===== src/hdl/energy_tank_passivity_filter_macros.svh =====
// Assertion macros for the energy tank passivity filter
`ifndef ENERGY_TANK_PASSIVITY_FILTER_MACROS_SVH
`define ENERGY_TANK_PASSIVITY_FILTER_MACROS_SVH
// implication checked on every clock edge outside reset
`define ETPF_ASSERT_IMP(label, ante, cons) \
    label: assert property (@(posedge clk) disable iff (!rst_n) (ante) |-> (cons)) \
        else $error("assertion failed");
// implication whose consequent is checked in the cycle after the antecedent
`define ETPF_ASSERT_NEXT(label, ante, cons) \
    label: assert property (@(posedge clk) disable iff (!rst_n) (ante) |=> (cons)) \
        else $error("assertion failed");
`endif


===== src/hdl/etpf_pkg.sv =====
// Shared types and constants for the energy tank passivity filter
`default_nettype none
package etpf_pkg;
    typedef enum logic [2:0] {
        REG_TRACKING_GAIN = 3'd0,
        REG_DAMPING_GAIN  = 3'd1,
        REG_STEP_TIME     = 3'd2,
        REG_ENERGY_MAX    = 3'd3,
        REG_ENERGY_MIN    = 3'd4,
        REG_LEVEL_MAX     = 3'd5,
        REG_LEVEL_MIN     = 3'd6
    } reg_index_t;

    // datapath micro-operations, one per controller step
    typedef enum logic [4:0] {
        OP_NONE,
        OP_LOAD,      // latch inputs, first tick load, error terms
        OP_MUL_GEX,   // t = gain*ex
        OP_MUL_GEY,
        OP_PVX,       // pv = motion ? sat(t+dv) : mv
        OP_PVY,
        OP_MUL_PXS,   // ref += pv*dt
        OP_MUL_PYS,
        OP_RXY,       // r = pv - mv, commit new reference
        OP_MUL_RXRX,
        OP_MUL_RYRY,  // sq
        OP_MUL_DSQ,   // damp
        OP_MUL_RXFX,
        OP_MUL_RYFY,  // fp, num
        OP_DIV_START,
        OP_MUL_DTZ,   // z
        OP_MUL_ZZ,    // clamp, energy
        OP_MUL_GEX2,
        OP_MUL_GEY2,
        OP_CXY,
        OP_MUL_CXFX,
        OP_MUL_CYFY,  // flags, commit
        OP_OUT
    } op_t;

    typedef enum logic [2:0] {
        ST_IDLE,
        ST_RUN,
        ST_DIV,
        ST_OUT
    } state_t;

    typedef struct packed {
        op_t  op;
    } ctrl_cmd_t;

    typedef struct packed {
        logic div_busy;
    } ctrl_status_t;
endpackage
`default_nettype wire


===== src/hdl/etpf_ctrl.sv =====
// Controller sequencing the datapath steps of one transaction
`default_nettype none
module etpf_ctrl
    import etpf_pkg::*;
(
    input  wire logic         clk,
    input  wire logic         rst_n,
    input  wire logic         in_valid,
    output logic              in_ready,
    output logic              out_valid,
    input  wire logic         out_ready,
    input  wire ctrl_status_t status,
    output ctrl_cmd_t         cmd
);
`include "energy_tank_passivity_filter_macros.svh"
    state_t state_reg, state_next;
    op_t    op_reg, op_next;

    always_ff @(posedge clk or negedge rst_n)
    begin
        if (!rst_n)
        begin
            state_reg <= ST_IDLE;
            op_reg    <= OP_NONE;
        end
        else
        begin
            state_reg <= state_next;
            op_reg    <= op_next;
        end
    end

    always_comb
    begin
        state_next = state_reg;
        op_next    = op_reg;
        unique case (state_reg)
            ST_IDLE:
            begin
                if (in_valid)
                begin
                    state_next = ST_RUN;
                    op_next    = OP_MUL_GEX;
                end
            end
            ST_RUN:
            begin
                if (op_reg == OP_DIV_START)
                begin
                    state_next = ST_DIV;
                    op_next    = OP_NONE;
                end
                else if (op_reg == OP_MUL_CYFY)
                begin
                    state_next = ST_OUT;
                    op_next    = OP_NONE;
                end
                else
                begin
                    op_next = op_t'(op_reg + 5'd1);
                end
            end
            ST_DIV:
            begin
                if (!status.div_busy)
                begin
                    state_next = ST_RUN;
                    op_next    = OP_MUL_DTZ;
                end
            end
            ST_OUT:
            begin
                if (out_ready)
                    state_next = ST_IDLE;
            end
            default:
                state_next = ST_IDLE;
        endcase
    end

    always_comb
    begin
        in_ready  = (state_reg == ST_IDLE);
        out_valid = (state_reg == ST_OUT);
        // inputs are latched on the accepting edge itself
        cmd.op    = (state_reg == ST_RUN) ? op_reg
                  : ((state_reg == ST_IDLE && in_valid) ? OP_LOAD : OP_NONE);
    end

    `ETPF_ASSERT_IMP(a_excl, in_ready, !out_valid)
    `ETPF_ASSERT_NEXT(a_acc, in_valid && in_ready, state_reg == ST_RUN && op_reg == OP_MUL_GEX)
    `ETPF_ASSERT_NEXT(a_hold, out_valid && !out_ready, out_valid)
endmodule
`default_nettype wire


===== config.mk =====
export PLATFORM = sky130hd
export DESIGN_NAME = etpf_ctrl
export DESIGN_NICKNAME = d
export VERILOG_FILES = /design/src/hdl/etpf_pkg.sv /design/src/hdl/etpf_ctrl.sv
export VERILOG_INCLUDE_DIRS = /design/src /design/src/hdl
export SDC_FILE = /design/constraint.sdc
export NUM_CORES = 1
export LEC_CHECK = 0
export ABC_AREA = 1
export BUFFER_PORTS_ARGS = -buffer_cell sky130_fd_sc_hd__buf_4
export CORE_MARGIN = 5
export CORE_UTILIZATION = 28
export CTS_CLUSTER_DIAMETER = 200
export CTS_CLUSTER_SIZE = 14
export DETAILED_ROUTE_END_ITERATION = 10
export GPL_ROUTABILITY_DRIVEN = 0
export PLACE_DENSITY = 0.55
export SLEW_MARGIN = 20
export SYNTH_ARGS = -nofsm -noshare
export SYNTH_HDL_FRONTEND = slang
export SYNTH_SLANG_ARGS = --single-unit

===== constraint.sdc =====
create_clock -name clk -period 3.3 [get_ports clk]
set_clock_uncertainty 0.15 [all_clocks]
set_input_delay 0.33 -clock clk [delete_from_list [all_inputs] [get_ports clk]]
set_output_delay 0.33 -clock clk [all_outputs]
set_load 0.05 [all_outputs]

After elaboration in Yosys (flattened, before gate mapping)

Index checks and enable logic that the tools add are counted.

Logic and storage cells: 30
Flip-flop bits (word level): 8

Add/subtract/negate cells: 1
Eq/ne operators: 9
Mux-type cells: 13
Reduce and logical (&&, ||, !) cells: 5

Operator list:

| cell                                                                    | number |
|---|---|
| 5-bit 2-to-1 mux                                                        | 5 |
| 3-bit 2-to-1 mux                                                        | 5 |
| 5-bit case mux with 3 select lines                                      | 1 |
| 3-bit case mux with 4 select lines                                      | 1 |
| 3-bit by 2-bit == test with 1-bit output, second input constant         | 2 |
| 5-bit by 1-bit adder with 5-bit output, second input constant           | 1 |
| 5-bit by 4-bit == test with 1-bit output, second input constant         | 1 |
| 5-bit == test, second input constant                                    | 1 |
| 2-bit inequality test, second input constant                            | 2 |
| 4-bit AND reduction                                                     | 1 |
| 3-bit by 1-bit == test with 1-bit output, second input constant         | 1 |
| 3-bit logical NOT                                                       | 1 |
| 3-bit inequality test, second input constant                            | 1 |
| 3-bit AND reduction                                                     | 1 |
| 3-bit nonzero test                                                      | 1 |
| 2-bit by 1-bit inequality test with 1-bit output, second input constant | 1 |
| 1-bit logical AND                                                       | 1 |
| 1-bit 2-to-1 mux                                                        | 1 |

Longest topological paths before layout

Gate-level depths: netlist of the first run.

Depth in word-level cells: 4
Depth in mapped cells: 9
Gate-level depth less buffers: 9

Least setup slack after synthesis of the first run

OpenSTA, ideal clock, no wires.

Kind: reg2out
Start point: register state_reg[1]
End point: output cmd[0] (netlist bit)
Path slack: 0.918 ns
Arrival time: 1.902 ns
Buffers on the path: 0
Stages on the path, launching flop included: 5
Cells stage by stage: dfrtp_1 > inv_1 > ha_1 > inv_4 > o21ai_0

RTL lines:

| element                  | RTL line        | RTL |
|---|---|---|
| start: declaration       | etpf_ctrl.sv:16 | `state_t state_reg, state_next;` |
| start signal: assignment | etpf_ctrl.sv:28 | `state_reg <= state_next;` |
| end: declaration         | etpf_ctrl.sv:13 | `output ctrl_cmd_t cmd` |

==> results of run 1 <==
[worst max-delay path, cell delays in order, from the launching register on]
cell,delay (ns)
dfrtp_1,0.43
inv_1,0.10
ha_1,0.26
inv_4,0.07
o21ai_0,0.21
buf_4,0.24
[final timing paths]
kind	startpoint	endpoint	slack (ns)
max in group asynchronous	rst_n	op_reg[0]	2.60
min reg2reg	state_reg[0]	state_reg[0]	0.44
max reg2reg	state_reg[0]	op_reg[4]	1.64
min in group clk	out_ready	state_reg[0]	0.36
min	rst_n	op_reg[3]	0.28
max	state_reg[1]	cmd[0]	1.27
[synthesized netlist by cell type]
cell type,n
nand2_4,2
o21ai_1,1
dfrtp_1,7
nand4_1,1
xor2_1,1
a21oi_4,1
nor2_4,2
o21ai_0,3
ha_1,8
o21ai_2,1
nand4_2,1
nand3_1,8
inv_1,16
nor3_1,1
inv_2,1
a21oi_1,1
buf_4,1
nor2_1,4
nand2_2,2
inv_4,1
nand3b_1,1
nand2_1,26
[cell type report]
cell class                      instances  area [um2]  area share
Clock buffer                            4        26.3      0.0329
Timing Repair Buffer                   12        92.6       0.116
Sequential cell                         7         175       0.219
Multi-Input combinational cell         64         400       0.501
Inverter                               18        70.1      0.0876
Tap cell                               28        35.0      0.0438
[power by group through the flow]
stage               Clock (mW)  Combinational, mW  Sequential, mW
floorplan                    0              0.432           0.155
global placement             0              0.516           0.181
detailed placement           0              0.514           0.183
CTS                     0.0775              0.518           0.181
global route            0.0812              0.572           0.189
finish                  0.0728              0.513           0.182
[through the flow]
step	instances	power [mW]	cell area (um2)	setup WS, ns
finish	133	0.768	800	1.27
global route	133	0.842	800	1.11
CTS	133	0.777	800	1.26
detailed placement	128	0.697	763	1.53
global placement	128	0.697	763	1.62
floorplan	90	0.587	653	0.918
[kinds of logic after synthesis]
group | count (synthesis) | synth area share
simple gates | 48 | 0.370
buf+inv | 19 | 0.119
fa+ha+maj | 8 | 0.153
compound gates | 7 | 0.0766
flops | 7 | 0.268
xor+xnor | 1 | 0.0134
[what timing repair did]
action,CTS,global route
endpoints found under the hold margin,7,0
setup endpoints to repair,0,0
hold buffers,1,0
[per-layer routing]
metal | vias to the layer above | part of all wire
met3 | 0 | 0.040
met1 | 233 | 0.50
li1 | 308 | -
met5 | - | 0
met4 | 0 | 0
met2 | 6 | 0.46
==> impl_metrics.yaml, run 1 <==
run_status:
  status: "finished, final reports clean"
synthesis:
  ys_ff_latch: 7
  yosysWarnings: 0
  ys_seq_area_frac: 0.268
  yosysTopAreaCell: "dfrtp_1"
  syn_area_per_cell_um2: 7.26
  synth_area_leaders: "dfrtp_1 (27%), ha_1 (15%), nand2_1 (15%)"
  syn_nets: 103
  synth_cell_types: 22
  netlist.area_leader.share: 0.268
  syn_inst: 90
  synthesis.area_um2: 653
global_route:
  grt_pass1_wl_um: 2160
  grt_max_degree: 9
  grtUsageMet1: 0.112
  grt.total_usage: 0.0803
  grt_antenna_before_repair: 0
  grt.met3_usage: 0.0110
  grt_pass1_vias: 500
  grt-busiest-layer: "met2"
  gr-total-overflow: 0
  grt_util_met2: 0.116
finish:
  final_common_cell: "nand2_1"
  antenna_cells: 0
  largest_reg_flops: 5
  area_growth_pct: 22.4
  layout.nets: 119
  drive_above_1_share: 0.238
  fillers: 252
  fin_util: 0.361
  final_cell_mix: "nand2_1 (26), inv_1 (16), buf_4 (11), nand3_1 (8), ha_1 (8)"
worst_setup_path:
  end_kind: "primary output"
  required_ns: 2.82
  rr_worst_depth: 7
  start_kind: "flip-flop"
  timing_worst_setup_path_type: "flip-flop to primary output"
  crit_fanout: 5
  arrival_ns: 1.55
run:
  cap_violations: 0
clock_network:
  cts_resized: 0
  cts_tree: "done"
  clockBufferDepth: 2
  h-tree-depth: 1
  numCtsBuffers: 3
  clock_latency_ns: 0.24
  cts_post_setup_buffers_inserted: 0
  path_clk_slew_ns: 0.05
  cts_root_buf: "clkbuf_4"
  cts.sinks: 7
timing:
  fmax_mhz: 494
  fin_crit_sh: 0.614
  slew_viol_final: 0
  max_slew_margin: 0.803
  fin_crit_ns: 2.03
  setup_viol: 0
  hold_viol: 0
  hold_slack_ns: 0.282
  tns_ns: 0
  tightest_slew_ns: 0.296
  rsz0062_at_grt: "false"
pwr:
  p_seq_frac: 0.237
  sw_frac_of_total: 0.555
  comb_power_share: 0.668
  p_leak_nw: 0.477
  power.switching_uw: 426
  clock_power_share: 0.095
  p_int_uw: 342
  ir_drop_mv: 0.445
  power.density_nw_per_um2: 961
detailed_routing:
  drt_iter0_drc: 9
  vias_per_cell: 4.11
  firstDrtPassIters: 4
  num_vias: 547
  wl_um: 1260
  drc: 0
  post_drt_wl_per_cell_um: 9.44
  ant_nets: 0
floorplan:
  die_area_um2: 3400
  initial_core_util: 0.295
  fp.dieW_um: 58.3
  io_pins: 12
  rows: 17
  die_y_um: 58.3
  core_um2: 2210
hold_path:
  hold_class: "input port to async pin"
placed_design:
  post-dp-hpwl_um: 1060
  io_buffers: 11
Power figures use the tool's default switching activity.
==> run 2: changes to the inputs <==
==> constraint.sdc (replaced) <==
create_clock -name clk -period 2.1 [get_ports clk]
set_clock_uncertainty 0.15 [all_clocks]
set_input_delay 0.21 -clock clk [delete_from_list [all_inputs] [get_ports clk]]
set_output_delay 0.21 -clock clk [all_outputs]
set_load 0.05 [all_outputs]
==> run 2 against run 1 <==
Compared with the run above: first-iteration DRC count shrank 67%; largest cell class unchanged; total power up 57%; global-route usage rose by 0.49 points; worst setup slack got worse by 0.98 ns.
==> impl_metrics.yaml, run 2 (synthesis gave the netlist of run 1 again) <==
detailed_routing:
  drt_iter0_drc: 3
  vias_per_cell: 4.17
  drc: 0
  post_drt_wl_per_cell_um: 9.62
  num_vias: 555
  firstDrtPassIters: 4
  ant_nets: 0
  wl_um: 1280
finish:
  layout.nets: 119
  fillers: 259
  largest_reg_flops: 5
  final_cell_mix: "nand2_1 (26), inv_1 (16), buf_4 (11), nand3_1 (8), ha_1 (8)"
  area_growth_pct: 22.4
  drive_above_1_share: 0.238
  antenna_cells: 0
  final_common_cell: "nand2_1"
worst_setup_path:
  path_cells: "inv_1 > ha_1 > inv_4 > nand3_1 > o21ai_1 > buf_4"
  timing_worst_setup_path_type: "flip-flop to primary output"
  crit_buf_inv: 3
  r2r_slack_ns: 0.42
  cpLargestDelayFamily: "flip-flops"
  required_ns: 1.74
  slowest_delay_ns: 0.41
  start_kind: "flip-flop"
  arrival_ns: 1.45
  end_kind: "primary output"
  rr_worst_depth: 7
  crit_fanout: 5
  worst_path_max_delay_cell: "dfrtp_1"
  timing.rr.end: "op_reg[4]"
  r2r_start: "state_reg[0]"
timing:
  rsz0062_at_grt: "false"
  fin_crit_sh: 0.862
  fmax_mhz: 552
  slew_viol_final: 0
  fin_crit_ns: 1.81
  tightest_slew_ns: 0.311
  fin_ws_ns: 0.290
  setup_viol: 0
  max_slew_margin: 0.792
  tns_ns: 0
  hold_viol: 0
clock_network:
  clockBufferDepth: 2
  path_clk_slew_ns: 0.05
  cts_root_buf: "clkbuf_4"
  cts_post_setup_buffers_inserted: 0
  clock_latency_ns: 0.24
  cts.sinks: 7
  numCtsBuffers: 3
  cts_tree: "done"
  hold_buffers: 1
  cts_resized: 0
  h-tree-depth: 1
floorplan:
  rows: 17
  die_y_um: 58.3
  core_um2: 2210
  die_area_um2: 3400
  io_pins: 12
  initial_core_util: 0.295
  fp.dieW_um: 58.3
pwr:
  power.switching_uw: 670
  power.density_nw_per_um2: 1510
  sw_frac_of_total: 0.554
  ir_drop_mv: 0.522
  comb_power_share: 0.669
  clock_power_share: 0.096
  p_leak_nw: 0.477
  p_int_uw: 538
  p_seq_frac: 0.236
global_route:
  grt_max_degree: 9
  grt.total_usage: 0.0852
  gr-total-overflow: 0
  grt_antenna_before_repair: 0
  grt_pass1_wl_um: 2280
  grt_pass1_vias: 536
placed_design:
  post-dp-hpwl_um: 1110
  dpl_worst_slack_ns: 0.425
  io_buffers: 11
run_status:
  status: "finished, final reports clean"
hold_path:
  hold_class: "input port to async pin"
run:
  cap_violations: 0
-- run 2: cell counts in the layout (fill, tap and decap cells not counted) --
No cell type changed its count.
-- run 2: area by class of cell --
type	instances	area, um2	area share
Timing Repair Buffer	12	92.6	0.116
Inverter	18	70.1	0.0876
Clock buffer	4	26.3	0.0329
Sequential cell	7	175	0.219
Multi-Input combinational cell	64	400	0.501
Tap cell	28	35.0	0.0438
-- run 2: metrics by stage --
stage               std cells  utilization  hold slack [ns]  area, um2  power [mW]
floorplan                  90            -           -0.236        653       0.924
global placement          128        0.345           -0.125        763        1.10
detailed placement        128        0.345           -0.124        763        1.10
CTS                       133        0.361            0.152        800        1.22
global route              133        0.361            0.150        800        1.33
finish                    133        0.361            0.157        800        1.21
-- run 2: power by group through the flow --
stage	clock (mW)	combinational [mW]	sequential (mW)
2_1_floorplan	0	0.680	0.244
3_3_place_gp	0	0.817	0.284
3_5_place_dp	0	0.815	0.287
4_1_cts	0.121	0.818	0.285
5_1_grt	0.133	0.901	0.298
6_report	0.116	0.808	0.285
-- run 2: worst max path at each step --
stage | startpoint | to | slack, ns | cells after the start
6_report | state_reg[1] | cmd[0] | 0.29 | 6
5_1_grt | state_reg[1] | cmd[0] | 0.19 | 5
4_1_cts | state_reg[1] | cmd[0] | 0.27 | 6
3_5_place_dp | state_reg[0] | op_reg[4] | 0.43 | 7
3_3_place_gp | state_reg[0] | op_reg[0] | 0.44 | 7
2_1_floorplan | state_reg[0] | cmd[0] | 0.12 | 4
-- run 2: metal layers --
layer	global-route usage	up-vias	part of all wire
li1	-	307	-
met1	0.115	236	0.48
met2	0.126	10	0.45
met3	0.0219	2	0.059
met4	0.0397	0	0.0070
met5	0	-	0
==> run 3: changes to the inputs <==
--- a/config.mk
+++ b/config.mk
@@ -11,10 +11,10 @@
 export CORE_MARGIN = 5
 export CORE_UTILIZATION = 28
 export CTS_CLUSTER_DIAMETER = 200
-export CTS_CLUSTER_SIZE = 14
+export CTS_CLUSTER_SIZE = 16
 export DETAILED_ROUTE_END_ITERATION = 10
 export GPL_ROUTABILITY_DRIVEN = 0
-export PLACE_DENSITY = 0.55
+export PLACE_DENSITY_LB_ADDON = 0.15
 export SLEW_MARGIN = 20
 export SYNTH_ARGS = -nofsm -noshare
 export SYNTH_HDL_FRONTEND = slang
==> run 3 against run 2 <==
Compared with the run above: global-route usage grew 0.14 points; non-clock buffer count is the same; via count grew 0.72%; die area is the same; sequential power is essentially flat; clock power is essentially flat; critical path type unchanged; largest cell class unchanged; largest power group unchanged.
==> impl_metrics.yaml, run 3 (synthesis gave the netlist of run 1 again) <==
run_status:
  status: "finished, final reports clean"
timing:
  max_slew_margin: 0.795
  slew_viol_final: 0
  hold_viol: 0
  fin_crit_sh: 0.866
  fin_ws_ns: 0.282
  rsz0062_at_grt: "false"
  setup_viol: 0
  fmax_mhz: 550
  tightest_slew_ns: 0.307
  tns_ns: 0
  fin_crit_ns: 1.82
pwr:
  power.density_nw_per_um2: 1520
  p_leak_nw: 0.477
  ir_drop_mv: 0.518
clock_network:
  cts_resized: 0
  cts_post_setup_buffers_inserted: 0
  numCtsBuffers: 3
  cts.sinks: 7
  cts_tree: "done"
  path_clk_slew_ns: 0.05
  cts_root_buf: "clkbuf_4"
  h-tree-depth: 1
  clockBufferDepth: 2
  clock_latency_ns: 0.24
finish:
  drive_above_1_share: 0.238
  antenna_cells: 0
  largest_reg_flops: 5
  layout.nets: 119
  final_area_um2: 800
  area_growth_pct: 22.4
  final_common_cell: "nand2_1"
  fin_util: 0.361
  final_cell_mix: "nand2_1 (26), inv_1 (16), buf_4 (11), nand3_1 (8), ha_1 (8)"
detailed_routing:
  vias_per_cell: 4.20
  drc: 0
  ant_nets: 0
  post_drt_wl_per_cell_um: 9.98
  num_vias: 559
  drt_iter0_drc: 5
  firstDrtPassIters: 3
  wl_um: 1330
global_route:
  grt_antenna_before_repair: 0
  grt_pass1_vias: 538
  gr-total-overflow: 0
  grtUsageMet1: 0.134
  grt-busiest-layer: "met1"
  grt_pass1_wl_um: 2370
  grt_max_degree: 9
  grt.total_usage: 0.0866
  grt.met3_usage: 0.0197
  grt_util_met2: 0.124
worst_setup_path:
  worst_path_max_delay_cell: "dfrtp_1"
  path_cells: "inv_1 > ha_1 > inv_4 > o21ai_1 > buf_4"
  slowest_delay_ns: 0.42
  required_ns: 1.74
  timing_worst_setup_path_type: "flip-flop to primary output"
  crit_fanout: 5
  cpLargestDelayFamily: "flip-flops"
  crit_buf_inv: 3
  start_kind: "flip-flop"
  end_kind: "primary output"
  arrival_ns: 1.46
placed_design:
  dpl_worst_slack_ns: 0.381
  io_buffers: 11
  post-dp-hpwl_um: 1130
  placed_area_um2: 763
hold_path:
  hold_class: "input port to async pin"
floorplan:
  die_y_um: 58.3
  core_um2: 2210
  io_pins: 12
  rows: 17
  initial_core_util: 0.295
  fp.dieW_um: 58.3
  die_area_um2: 3400
run:
  cap_violations: 0
[run 3: cell counts in the layout (fill, tap and decap cells not counted)]
No cell type changed its count.
[run 3: repair_timing]
item | in CTS | in global routing
hold buffers | 1 | 0
hold endpoints to repair | 7 | 0
endpoints found under the setup margin | 0 | 0
[run 3: final timing paths]
| kind | from | endpoint | slack (ns) | cells past startpoint |
|---|---|---|---|---|
| min in group clk | out_ready | state_reg[0] | 0.25 | 5 |
| hold reg to reg | state_reg[1] | state_reg[1] | 0.43 | 2 |
| setup / recovery | state_reg[1] | cmd[0] | 0.28 | 5 |
| max in group asynchronous | rst_n | state_reg[1] | 1.52 | 2 |
| hold / removal | rst_n | op_reg[2] | 0.15 | 2 |
| setup reg to reg | state_reg[0] | op_reg[4] | 0.39 | 7 |
[run 3: report_power, final]
group	internal [mW]	switching [mW]
clock network	0.0724	0.0470
registers	0.190	0.0952
logic	0.277	0.535
[run 3: metal layers]
| metal | vias up | part of all wire |
|---|---|---|
| met5 | - | 0 |
| met4 | 0 | 0 |
| met3 | 0 | 0.037 |
| met2 | 6 | 0.42 |
| met1 | 242 | 0.54 |
| li1 | 311 | - |
[run 3: layout make-up]
cell class / instances / area (um2)
clock buffers: 4 / 26.3
well taps: 28 / 35.0
repair buffers: 12 / 92.6
inverters: 18 / 70.1
flip-flops and latches: 7 / 175
multi-input cells: 64 / 400
fillers: 241 / 1410
[run 3: metrics by stage]
step           hold WS, ns  total power [mW]  instances
6_report             0.152              1.22        133
5_1_grt              0.158              1.33        133
4_1_cts              0.152              1.23        133
3_5_place_dp        -0.121              1.10        128
3_3_place_gp        -0.121              1.12        128
2_1_floorplan       -0.236             0.924         90
[run 3: worst reg2reg max path, stage by stage, from the launching register on]
cell and delay (ns):
dfrtp_1 0.42, inv_1 0.09, ha_1 0.25, nand2_1 0.11
nand3_1 0.23, o21ai_0 0.26, nand3_1 0.10, inv_1 0.05
